## src/hw/rtl/dcls_pkg.sv

```systemverilog
`timescale 1ns / 1ps

package dcls_pkg;

  localparam int SERVERS_DEF = 4;
  localparam int POINTS_DEF  = 1024;

  localparam int SEL_W   = 2;
  localparam int POS_W   = 10;
  localparam int IDX_W   = 2;
  localparam int COST_W  = 11;
  localparam int TOTAL_W = 32;

  localparam logic OP_LOAD    = 1'b0;
  localparam logic OP_REQUEST = 1'b1;

  typedef struct packed {
    logic             operation;
    logic [SEL_W-1:0] server_select;
    logic [POS_W-1:0] point;
    logic             end_of_sequence;
  } in_t;

  typedef struct packed {
    logic               covered;
    logic [IDX_W-1:0]   served_index;
    logic               partner_moved;
    logic [IDX_W-1:0]   partner_index;
    logic [COST_W-1:0]  request_cost;
    logic [TOTAL_W-1:0] total_cost;
  } out_t;

  typedef enum logic [1:0] {
    ST_IDLE,
    ST_SCAN,
    ST_RESOLVE
  } state_e;

  // controller -> datapath
  typedef struct packed {
    logic capture;
    logic scan_step;
    logic commit;
  } dp_cmd_t;

  // datapath -> controller
  typedef struct packed {
    logic is_request;
    logic scan_last;
  } dp_status_t;

endpackage

```

## src/hw/rtl/dcls_ctrl.sv

```systemverilog
`timescale 1ns / 1ps

module dcls_ctrl (
  input  logic                clk_i,
  input  logic                rst_ni,
  input  logic                in_valid_i,
  output logic                in_stall_o,
  output logic                out_valid_o,
  input  logic                out_stall_i,
  input  dcls_pkg::dp_status_t status_i,
  output dcls_pkg::dp_cmd_t    cmd_o
);
  import dcls_pkg::*;

  state_e state_q, state_d;
  logic   out_valid_q, out_valid_d;
  logic   out_free;

  assign out_free = !out_valid_q || !out_stall_i;

  // next state
  always_comb begin
    state_d = state_q;
    case (state_q)
      ST_IDLE: begin
        if (in_valid_i) state_d = ST_SCAN;
      end
      ST_SCAN: begin
        if (!status_i.is_request || status_i.scan_last) state_d = ST_RESOLVE;
      end
      ST_RESOLVE: begin
        if (out_free) state_d = ST_IDLE;
      end
      default: state_d = ST_IDLE;
    endcase
  end

  // outputs
  always_comb begin
    cmd_o      = '0;
    in_stall_o = 1'b1;
    case (state_q)
      ST_IDLE: begin
        in_stall_o    = 1'b0;
        cmd_o.capture = in_valid_i;
      end
      ST_SCAN: begin
        cmd_o.scan_step = status_i.is_request;
      end
      ST_RESOLVE: begin
        cmd_o.commit = out_free;
      end
      default: begin
        in_stall_o = 1'b1;
      end
    endcase
  end

  always_comb begin
    out_valid_d = out_valid_q;
    if (out_valid_q && !out_stall_i) out_valid_d = 1'b0;
    if (cmd_o.commit) out_valid_d = 1'b1;
  end

  always_ff @(posedge clk_i or negedge rst_ni) begin
    if (!rst_ni) begin
      state_q     <= ST_IDLE;
      out_valid_q <= 1'b0;
    end else begin
      state_q     <= state_d;
      out_valid_q <= out_valid_d;
    end
  end

  assign out_valid_o = out_valid_q;

  a_commit_needs_room: assert property (@(posedge clk_i) disable iff (!rst_ni)
    cmd_o.commit |-> (!out_valid_q || !out_stall_i))
    else $error("commit while output register still held");

  a_capture_to_scan: assert property (@(posedge clk_i) disable iff (!rst_ni)
    cmd_o.capture |=> (state_q == ST_SCAN))
    else $error("captured transaction did not enter scan");

  a_commit_sets_valid: assert property (@(posedge clk_i) disable iff (!rst_ni)
    cmd_o.commit |=> out_valid_q)
    else $error("result lost after commit");

endmodule

```

## src/hw/rtl/dcls_datapath.sv

```systemverilog
`timescale 1ns / 1ps

module dcls_datapath #(
  parameter int SERVERS = dcls_pkg::SERVERS_DEF,
  parameter int POINTS  = dcls_pkg::POINTS_DEF
) (
  input  logic                 clk_i,
  input  logic                 rst_ni,
  input  dcls_pkg::in_t        in_i,
  input  dcls_pkg::dp_cmd_t    cmd_i,
  output dcls_pkg::dp_status_t status_o,
  output dcls_pkg::out_t       out_o
);
  import dcls_pkg::*;

  localparam int IdxW     = $clog2(SERVERS);
  localparam int PtMaxInt = (POINTS - 1 > (1 << POS_W) - 1) ? (1 << POS_W) - 1 : POINTS - 1;
  localparam logic [POS_W-1:0] PtMax    = POS_W'(PtMaxInt);
  localparam logic [IdxW-1:0]  LastIdx  = IdxW'(SERVERS - 1);

  // captured transaction
  logic             op_q;
  logic [SEL_W-1:0] sel_q;
  logic [POS_W-1:0] pt_q;
  logic             eos_q;
  logic [POS_W-1:0] pt_sat;

  // scan state
  logic [IdxW-1:0]  cnt_q;
  logic             covered_q, has_l_q, has_r_q;
  logic [IdxW-1:0]  l_idx_q, r_idx_q;
  logic [POS_W-1:0] l_pos_q, r_pos_q;
  logic [POS_W-1:0] pos_rd;

  logic [POS_W-1:0]   pos_q [SERVERS];
  logic [TOTAL_W-1:0] total_q;
  out_t               out_q;

  assign pt_sat = (in_i.point > PtMax) ? PtMax : in_i.point;
  assign pos_rd = pos_q[cnt_q];

  assign status_o.is_request = (op_q == OP_REQUEST);
  assign status_o.scan_last  = (cnt_q == LastIdx);

  always_ff @(posedge clk_i) begin
    if (cmd_i.capture) begin
      op_q  <= in_i.operation;
      sel_q <= in_i.server_select;
      pt_q  <= pt_sat;
      eos_q <= in_i.end_of_sequence;
    end
  end

  // nearest left / right neighbor search, one server per cycle
  always_ff @(posedge clk_i or negedge rst_ni) begin
    if (!rst_ni) begin
      cnt_q     <= '0;
      covered_q <= 1'b0;
      has_l_q   <= 1'b0;
      has_r_q   <= 1'b0;
    end else if (cmd_i.capture) begin
      cnt_q     <= '0;
      covered_q <= 1'b0;
      has_l_q   <= 1'b0;
      has_r_q   <= 1'b0;
    end else if (cmd_i.scan_step) begin
      cnt_q <= cnt_q + 1'b1;
      if (pos_rd == pt_q) covered_q <= 1'b1;
      if (pos_rd < pt_q) begin
        if (!has_l_q || pos_rd > l_pos_q) has_l_q <= 1'b1;
      end else begin
        if (!has_r_q || pos_rd < r_pos_q) has_r_q <= 1'b1;
      end
    end
  end

  always_ff @(posedge clk_i) begin
    if (cmd_i.scan_step) begin
      if (pos_rd < pt_q) begin
        if (!has_l_q || pos_rd > l_pos_q) begin
          l_idx_q <= cnt_q;
          l_pos_q <= pos_rd;
        end
      end else begin
        if (!has_r_q || pos_rd < r_pos_q) begin
          r_idx_q <= cnt_q;
          r_pos_q <= pos_rd;
        end
      end
    end
  end

  // resolve: load write or double-coverage move
  logic [POS_W-1:0]   dl, dr;
  logic [COST_W-1:0]  cost;
  logic               pmoved;
  logic [IdxW-1:0]    served, pidx;
  logic               we_a, we_b;
  logic [IdxW-1:0]    wa_idx, wb_idx;
  logic [POS_W-1:0]   wa_pos, wb_pos;
  logic [IdxW+SEL_W-1:0] sel_ext;
  logic [IdxW+IDX_W-1:0] served_ext, pidx_ext;
  logic [TOTAL_W:0]   sum;
  logic [TOTAL_W-1:0] new_total;

  assign dl      = pt_q - l_pos_q;
  assign dr      = r_pos_q - pt_q;
  assign sel_ext = {{IdxW{1'b0}}, sel_q};

  always_comb begin
    cost   = '0;
    pmoved = 1'b0;
    served = '0;
    pidx   = '0;
    we_a   = 1'b0;
    we_b   = 1'b0;
    wa_idx = l_idx_q;
    wb_idx = r_idx_q;
    wa_pos = pt_q;
    wb_pos = pt_q;
    if (op_q == OP_LOAD) begin
      we_a   = (32'(sel_q) < SERVERS);
      wa_idx = sel_ext[IdxW-1:0];
    end else if (!covered_q) begin
      if (has_l_q && has_r_q) begin
        pmoved = 1'b1;
        we_a   = 1'b1;
        we_b   = 1'b1;
        if (dl < dr) begin
          wb_pos = r_pos_q - dl;
          served = l_idx_q;
          pidx   = r_idx_q;
          cost   = {dl, 1'b0};
        end else begin
          wa_pos = l_pos_q + dr;
          served = r_idx_q;
          pidx   = l_idx_q;
          cost   = {dr, 1'b0};
        end
      end else if (has_r_q) begin
        we_b   = 1'b1;
        served = r_idx_q;
        cost   = {1'b0, dr};
      end else if (has_l_q) begin
        we_a   = 1'b1;
        served = l_idx_q;
        cost   = {1'b0, dl};
      end
    end
  end

  assign served_ext = {{IDX_W{1'b0}}, served};
  assign pidx_ext   = {{IDX_W{1'b0}}, pidx};
  assign sum        = {1'b0, total_q} + (TOTAL_W + 1)'(cost);
  assign new_total  = sum[TOTAL_W] ? '1 : sum[TOTAL_W-1:0];

  always_ff @(posedge clk_i) begin
    if (cmd_i.commit) begin
      if (we_a) pos_q[wa_idx] <= wa_pos;
      if (we_b) pos_q[wb_idx] <= wb_pos;
    end
  end

  always_ff @(posedge clk_i or negedge rst_ni) begin
    if (!rst_ni) begin
      total_q <= '0;
    end else if (cmd_i.commit) begin
      total_q <= eos_q ? '0 : new_total;
    end
  end

  always_ff @(posedge clk_i) begin
    if (cmd_i.commit) begin
      out_q.covered       <= (op_q == OP_REQUEST) && covered_q;
      out_q.served_index  <= served_ext[IDX_W-1:0];
      out_q.partner_moved <= pmoved;
      out_q.partner_index <= pidx_ext[IDX_W-1:0];
      out_q.request_cost  <= cost;
      out_q.total_cost    <= new_total;
    end
  end

  assign out_o = out_q;

  a_covered_free: assert property (@(posedge clk_i) disable iff (!rst_ni)
    (cmd_i.commit && covered_q && op_q == OP_REQUEST) |-> (cost == '0 && !we_a && !we_b))
    else $error("covered request moved a server");

  a_scan_only_request: assert property (@(posedge clk_i) disable iff (!rst_ni)
    cmd_i.scan_step |-> (op_q == OP_REQUEST))
    else $error("scan running for a load");

endmodule

```

## src/hw/rtl/double_coverage_line_server_mover.sv

```systemverilog
`timescale 1ns / 1ps
// A load passes through idle, scan and resolve without any scan step; a request
//   also runs the neighbor scan, one server per cycle, before resolve.
// A new transaction is accepted only once the previous one has committed, and resolve
//   waits for a free output register; the sequential scan limits request throughput.
// Reset (rst_ni, async, active low): FSM idle, output empty, cost total zero;
//   server positions are not reset and must be loaded before use.

module double_coverage_line_server_mover #(
  parameter int SERVERS = dcls_pkg::SERVERS_DEF,
  parameter int POINTS  = dcls_pkg::POINTS_DEF
) (
  input  logic           clk_i,
  input  logic           rst_ni,
  // input channel
  input  logic           in_valid_i,
  output logic           in_stall_o,
  input  dcls_pkg::in_t  in_i,
  // result channel
  output logic           out_valid_o,
  input  logic           out_stall_i,
  output dcls_pkg::out_t out_o
);
  import dcls_pkg::*;

  dp_cmd_t    cmd;
  dp_status_t status;

  // Controller: idle -> scan (no scan steps for loads) -> resolve. Resolve waits for
  // the output register to be free, so a finished result can sit there while
  // the next transaction is accepted and scanned.
  dcls_ctrl u_ctrl (
    .clk_i       (clk_i),
    .rst_ni      (rst_ni),
    .in_valid_i  (in_valid_i),
    .in_stall_o  (in_stall_o),
    .out_valid_o (out_valid_o),
    .out_stall_i (out_stall_i),
    .status_i    (status),
    .cmd_o       (cmd)
  );

  // Datapath: server position registers, neighbor search, move/cost logic,
  // saturating cost total and the output register.
  dcls_datapath #(
    .SERVERS (SERVERS),
    .POINTS  (POINTS)
  ) u_dp (
    .clk_i    (clk_i),
    .rst_ni   (rst_ni),
    .in_i     (in_i),
    .cmd_i    (cmd),
    .status_o (status),
    .out_o    (out_o)
  );

endmodule
```

## config.mk

```make
export PLATFORM = sky130hd
export DESIGN_NAME = double_coverage_line_server_mover
export DESIGN_NICKNAME = d
export VERILOG_FILES = /design/src/hw/rtl/dcls_pkg.sv /design/src/hw/rtl/dcls_ctrl.sv /design/src/hw/rtl/dcls_datapath.sv /design/src/hw/rtl/double_coverage_line_server_mover.sv
export SDC_FILE = /design/constraint.sdc
export NUM_CORES = 1
export LEC_CHECK = 0
export ABC_AREA = 1
export BUFFER_PORTS_ARGS = -buffer_cell sky130_fd_sc_hd__buf_2
export CORE_ASPECT_RATIO = 0.8
export CORE_UTILIZATION = 40
export DETAILED_ROUTE_END_ITERATION = 6
export PLACE_DENSITY = 0.68
export SYNTH_ARGS = -nofsm -noshare
export SYNTH_HDL_FRONTEND = slang
export SYNTH_HIERARCHICAL = 1
export SYNTH_SLANG_ARGS = --single-unit
```

## constraint.sdc

```tcl
create_clock -name clk_i -period 5.1 [get_ports clk_i]
set_input_delay 0.765 -clock clk_i [delete_from_list [all_inputs] [get_ports clk_i]]
set_output_delay 0.765 -clock clk_i [all_outputs]
set_load 0.01 [all_outputs]
```

Yosys cells after proc, flatten, opt, wreduce, memory -nomap -nowiden:

Memories as Yosys holds them, arrays and structs flattened.
Index checks and enable logic that the tools add are counted.

* magnitude comparators: 5
* reductions and logical operators: 27
* bitwise operators: 3
* eq/ne operators: 8
* add/sub/neg operators: 6
* muxes and demuxes: 61

Operator list (number)
* 2-to-1 mux 10 bit: 9
* 2-to-1 mux 32 bit: 2
* 2-to-1 mux 11 bit: 5
* adder 32 x 11 -> 33 bit: 1
* 2-to-1 mux 1 bit: 33
* < comparator 10 bit: 3
* subtractor 10 bit: 3
* 2-to-1 mux 2 bit: 11
* AND reduction 3 bit: 5
* nonzero test 2 bit: 6
* adder 10 bit: 1
* equality test 10 bit: 1
* greater-than comparator 10 bit: 1
* greater-than comparator 10 bit (second input constant): 1
* case mux 2 bit (3 select lines): 1
* logical NOT 1 bit: 5
* equality test 2 bit (second input constant): 2
* logical OR 1 bit: 4
* != test 2 x 1 -> 1 bit (second input constant): 2
* != test 2 bit (second input constant): 2
* logical AND 1 bit: 3
* NOT 1 bit: 3
* OR reduction 3 bit: 1
* adder 2 x 1 -> 2 bit (second input constant): 1
* 4 further kinds: 4

* input port bits: 18
* memory bits (writable): 40
* logic and storage cells: 132
* memories: 1
* register bits after elaboration: 127

Memory list
* u_dp.pos_q: depth 4, bits a word 10, rd ports 1, clocked after memory_dff 0, write ports 2, line dcls_datapath.sv:35 `logic [POS_W-1:0] pos_q [SERVERS];`

Depth between registers and ports, before layout:

* word-level depth: 9
* gate-level depth with buffers: 34
* depth with buffers taken out: 34

Cells and area by module:

Netlist, hierarchy kept.

Modules (own cells, without submodules)
* dcls_datapath: seq. area each 4739.5 um^2, cells each 1236, area each 10632.7 um^2, times used 1
* dcls_ctrl: seq. area each 75.1 um^2, cells each 26, area each 172.7 um^2, times used 1

Worst setup path before layout:

OpenSTA, ideal clock, no wires.

* path type: flip-flop to flip-flop
* start point: register u_dp.pt_q[0]
* end point: register u_dp.out_q (netlist bit u_dp/out_o[30]) (data pin)
* library setup time: 0.268 ns
* period minus slack after synthesis: 4.402 ns
* required time: 4.832 ns
* path slack: 0.698 ns
* stages on the path, launching flop included: 28
* data arrival time: 4.133 ns
* buffers on the path: 0
* cell sequence: edfxtp_1 -> inv_1 -> ha_1 -> inv_1 -> fa_1 -> nand3_1 -> nand2_1 -> or2_2 -> nand2_1 -> inv_1 -> ha_1 -> nand2_1 -> o21ai_0 -> a21oi_1 -> nand2_1 -> nand2_1 -> nor2_1 -> nor4_1 -> fa_1 -> nand2_1 -> o21ai_2 -> nand3_1 -> nand3_2 -> nand2_1 -> nor2_1 -> nand2_1 -> nand2_1 -> nand3_1

* longest elaborated chain between the ends: 8

RTL lines
* start, declared: line dcls_datapath.sv:24 `logic [POS_W-1:0] pt_q;`
* start signal, assigned: line dcls_datapath.sv:49 `pt_q <= pt_sat;`
* subtractor 10 bit, on equally long branches: line dcls_datapath.sv:106, dcls_datapath.sv:107
* < comparator 10 bit or 2-to-1 mux 10 bit (tied branches): line dcls_datapath.sv:129, dcls_datapath.sv:144
* 2-to-1 mux 11 bit, on equally long branches: line dcls_datapath.sv:129, dcls_datapath.sv:140
* 2-to-1 mux 11 bit *: line dcls_datapath.sv:125 `if (has_l_q && has_r_q) begin`
* 2-to-1 mux 11 bit *: line dcls_datapath.sv:124 `end else if (!covered_q) begin`
* 2-to-1 mux 11 bit *: line dcls_datapath.sv:121 `if (op_q == OP_LOAD) begin`
* net u_dp.cost[1]: line dcls_datapath.sv:95 `logic [COST_W-1:0] cost;`
* adder 32 x 11 -> 33 bit *: line dcls_datapath.sv:154 `assign sum = {1'b0, total_q} + (TOTAL_W + 1)'(cost);`
* 2-to-1 mux 32 bit *: line dcls_datapath.sv:155 `assign new_total = sum[TOTAL_W] ? '1 : sum[TOTAL_W-1:0];`
* net u_dp.new_total[30]: line dcls_datapath.sv:104 `logic [TOTAL_W-1:0] new_total;`
* end, declared: line dcls_datapath.sv:37 `out_t out_q;`

Mark *: on every way through the listed nets, which the timed path passes. The rest lies on a longest branch.
A chain may end at the register's enable or synchronous reset.

Final worst setup path:

* start point: register u_dp.r_pos_q[0]
* end point: register u_dp.out_q (netlist bit u_dp/out_o[12]) (data pin)

* longest elaborated chain between the ends: 8

RTL lines
* start, declared: line dcls_datapath.sv:32 `logic [POS_W-1:0] l_pos_q, r_pos_q;`
* start signal, assigned: line dcls_datapath.sv:87 `r_pos_q <= pos_rd;`
* subtractor 10 bit *: line dcls_datapath.sv:107 `assign dr = r_pos_q - pt_q;`
* < comparator 10 bit: line dcls_datapath.sv:129 `if (dl < dr) begin`
* 2-to-1 mux 11 bit: line dcls_datapath.sv:129
* 2-to-1 mux 11 bit *: line dcls_datapath.sv:125
* 2-to-1 mux 11 bit *: line dcls_datapath.sv:124
* 2-to-1 mux 11 bit *: line dcls_datapath.sv:121
* net u_dp.cost[1]: line dcls_datapath.sv:95
* adder 32 x 11 -> 33 bit *: line dcls_datapath.sv:154
* 2-to-1 mux 32 bit *: line dcls_datapath.sv:155
* net u_dp.new_total[12]: line dcls_datapath.sv:104

Marked as above.

==> results.sh <==
export IMPL_status="completed"
export IMPL_dieHeight_um=149
export IMPL_synth_ff_type="edfxtp_1"
export IMPL_crit_path_start_kind="register"
export IMPL_cts_made_buffers=17
export IMPL_synth_nets=1371
export IMPL_power_density_nw_per_um2=562
export IMPL_postPlaceCellArea_um2=11800
export IMPL_die_area_um2=27700
export IMPL_syn_area_um2=10800
export IMPL_ant_nets=0
export IMPL_clkLatencyLatePin_ps=440
export IMPL_io_pins=69
export IMPL_power_mw=7.05
export IMPL_fin_skew_ps=16.5
export IMPL_r2r_slack_ps=250
export IMPL_worstMarginPinSlew_ps=1190
export IMPL_path_delay_family="simple AND/OR/NAND/NOR gates"
export IMPL_die_w_um=186
export IMPL_synth_top_area_share_pct=35.3
export IMPL_start_util_pct=40.9
export IMPL_n_antenna_cell=0
export IMPL_hp_class="in -> async"
export IMPL_maxCapViolCount=0
export IMPL_finalWorstSetupSlack_ps=252
export IMPL_cts_tree="yes"
export IMPL_synthTopCellsByArea="edfxtp_1 35%, nand2_1 11%, ha_1 10%, dfrtp_1 9.3%, inv_1 4.8%"
export IMPL_synth_edf_count=127
export IMPL_setup_viol=0
export IMPL_hold_viol=0
export IMPL_place_congestion=1.00
export IMPL_async_reset_ff_share_pct=24.0
export IMPL_p_leak_nw=5.86
export IMPL_drc=0
export IMPL_viasPerCell=5.40
export IMPL_grt_max_degree=54
export IMPL_top_layer="met5"
export IMPL_fin_crit_sh_pct=95.1
export IMPL_finalCriticalPeriod_ps=4850
export IMPL_routed_wl_um=31700
export IMPL_r2r_worst_path_cells=28
export IMPL_synth_area_leader_cell="edfxtp_1"
export IMPL_coreArea_um2=26400
export IMPL_routedLengthMet1_um=14900
export IMPL_drive_gt1_share_pct=16.5
export IMPL_place_ws_ps=15.3
export IMPL_syn_to_final_growth_pct=16.2
export IMPL_grt_pass1_vias=8766
export IMPL_synth_cell_types=47
export IMPL_dp_hpwl_um=24000
export IMPL_syn_area_per_cell_um2=8.56
export IMPL_numPortBuffers=68
export IMPL_crit_path_max_fanout=5
export IMPL_ctsHtreeMaxLevel=4
export IMPL_wl_met3_um=2730
export IMPL_synth_cells=1262
export IMPL_ys_seq_area_share_pct=44.6
export IMPL_drt_iter0_markers=1254
export IMPL_met2RoutedLength_um=13600
export IMPL_root_buffer="clkbuf_16"
export IMPL_final_area_um2=12600
export IMPL_track_usage_pct=23.5
export IMPL_wl_per_cell_um=18.3
export IMPL_slew_headroom_pct=19.8
export IMPL_ctsLongestPathBuffers=2
export IMPL_crit_top_cell="nand2_1"
export IMPL_peakVddDrop_v=0.000319
export IMPL_netlist_top_cells_count="309 x nand2_1, 139 x inv_1, 127 x edfxtp_1"
export IMPL_slowest_stage="fa_1"
export IMPL_synthMostInstantiatedCell="nand2_1"
export IMPL_holdWs_ps=489
export IMPL_r2r_start="u_dp/r_pos_q[0]$_DFFE_PP_"
export IMPL_critPathMaxStageDelay_ps=430
export IMPL_antenna_found_initial=1
export IMPL_grt_remaining_overflow=0
export IMPL_fmax_ghz=0.206
export IMPL_clkSinkCount=167
export IMPL_grt_pass1_wl_um=49000
export IMPL_endpoint_kind="register"
export IMPL_fin_util_pct=47.6
export IMPL_arrival_ps=5030
export IMPL_synth_warnings=6
export IMPL_worst_r2r_endpoint="u_dp/out_o[12]$_DFFE_PP_"
export IMPL_synth_seq_cells=167
export IMPL_finalNetCount=1472
export IMPL_clkTransAtPathRegs_ps=70
export IMPL_worstPathRequired_ps=5280
export IMPL_criticalPathCategory="reg -> reg"
export IMPL_path_buf_inv=5
export IMPL_final_max_slew_viol_count=0
export IMPL_via_count=9362
export IMPL_dr_pass1_iters=5
export IMPL_fp_row_count=53
cell type report:
type	instances	area, um2
Clock buffer	17	425
Multi-Input combinational cell	909	5400
Tap cell	357	447
Fill cell	2573	13800
Sequential cell	167	4810
Inverter	151	569
Clock inverter	15	191
Timing Repair Buffer	117	712
stage by stage:
stage,std cells,TNS [ps]
3_5_place_dp,1697,0
2_1_floorplan,1262,0
6_report,1733,0
3_3_place_gp,1697,0
4_1_cts,1729,0
5_1_grt,1733,-283
flip-flops by register name, summed over array words and instances, names as in the netlist, 2 cells and up:
register,flops
u_ctrl/state_q,2
u_dp/cnt_q,2
u_dp/l_idx_q,2
u_dp/l_pos_q,10
u_dp/out_o,49
u_dp/pos_q,40
u_dp/pt_q,10
u_dp/r_idx_q,2
u_dp/r_pos_q,10
u_dp/sel_q,2
u_dp/total_q,32
cell usage in the layout, fill, tap and decap left out, types with 40 or more instances in the layout:
cell type / n
a21oi_1: 56
buf_2: 68
buf_4: 48
dfrtp_1: 40
edfxtp_1: 127
ha_1: 80
inv_1: 135
nand2_1: 300
nand3_1: 99
nor2_1: 81
o21ai_0: 83
logic make-up (layout without fill, tap and decap cells):
logic type	count (synthesis)	after routing	share of synthesized area, %
fa+ha+maj	91	91	10.9
mux	16	16	1.48
compound gates	202	202	10.4
xor+xnor	34	34	2.76
simple gates	566	566	23.0
buf+inv	186	300	6.92
flops	167	167	44.6
worst register-to-register path: cells and delay by family, from the launching register on:
| kind | cells | cell delay [ps] |
|---|---|---|
| AND/OR/NAND/NOR | 15 | 1580 |
| adder cells (fa/ha/maj) | 4 | 1260 |
| buffers and inverters | 5 | 700 |
| flip-flops | 1 | 420 |
| XOR/XNOR | 2 | 330 |
| AO/OA/AOI/OAI | 2 | 310 |
per-layer routing:
layer	vias up	track usage, %
met1	4444	35.3
met2	385	34.0
met4	2	5.94
met5	-	0
met3	34	4.86
li1	4497	-
worst max path at each step:
stage | from | endpoint | slack [ps] | depth (start not counted)
2_1_floorplan | u_dp/pt_q[0]$_SDFFCE_PN1P_ | u_dp/out_o[30]$_DFFE_PP_ | 700 | 27
3_3_place_gp | u_dp/r_pos_q[0]$_DFFE_PP_ | u_dp/out_o[23]$_DFFE_PP_ | 70 | 28
3_5_place_dp | u_dp/r_pos_q[0]$_DFFE_PP_ | u_dp/out_o[23]$_DFFE_PP_ | 20 | 28
4_1_cts | u_dp/r_pos_q[0]$_DFFE_PP_ | u_dp/out_o[27]$_DFFE_PP_ | 60 | 29
5_1_grt | u_dp/r_pos_q[0]$_DFFE_PP_ | u_dp/total_q[22]$_DFFE_PN0P_ | -70 | 28
6_report | u_dp/r_pos_q[0]$_DFFE_PP_ | u_dp/out_o[12]$_DFFE_PP_ | 250 | 28
power by group:
part           switching [mW]  leakage [nW]  internal, mW
clock                   0.611         0.298         0.785
sequential              0.182          1.72          1.83
combinational            2.33          3.85          1.32
what timing repair did:
action,CTS,global route
buffers inserted,0,4
hold buffers,0,0
setup endpoints to repair,1,64
resized for setup,1,45
pin swaps,0,8
No activity file was read; power rests on OpenSTA's default activity.
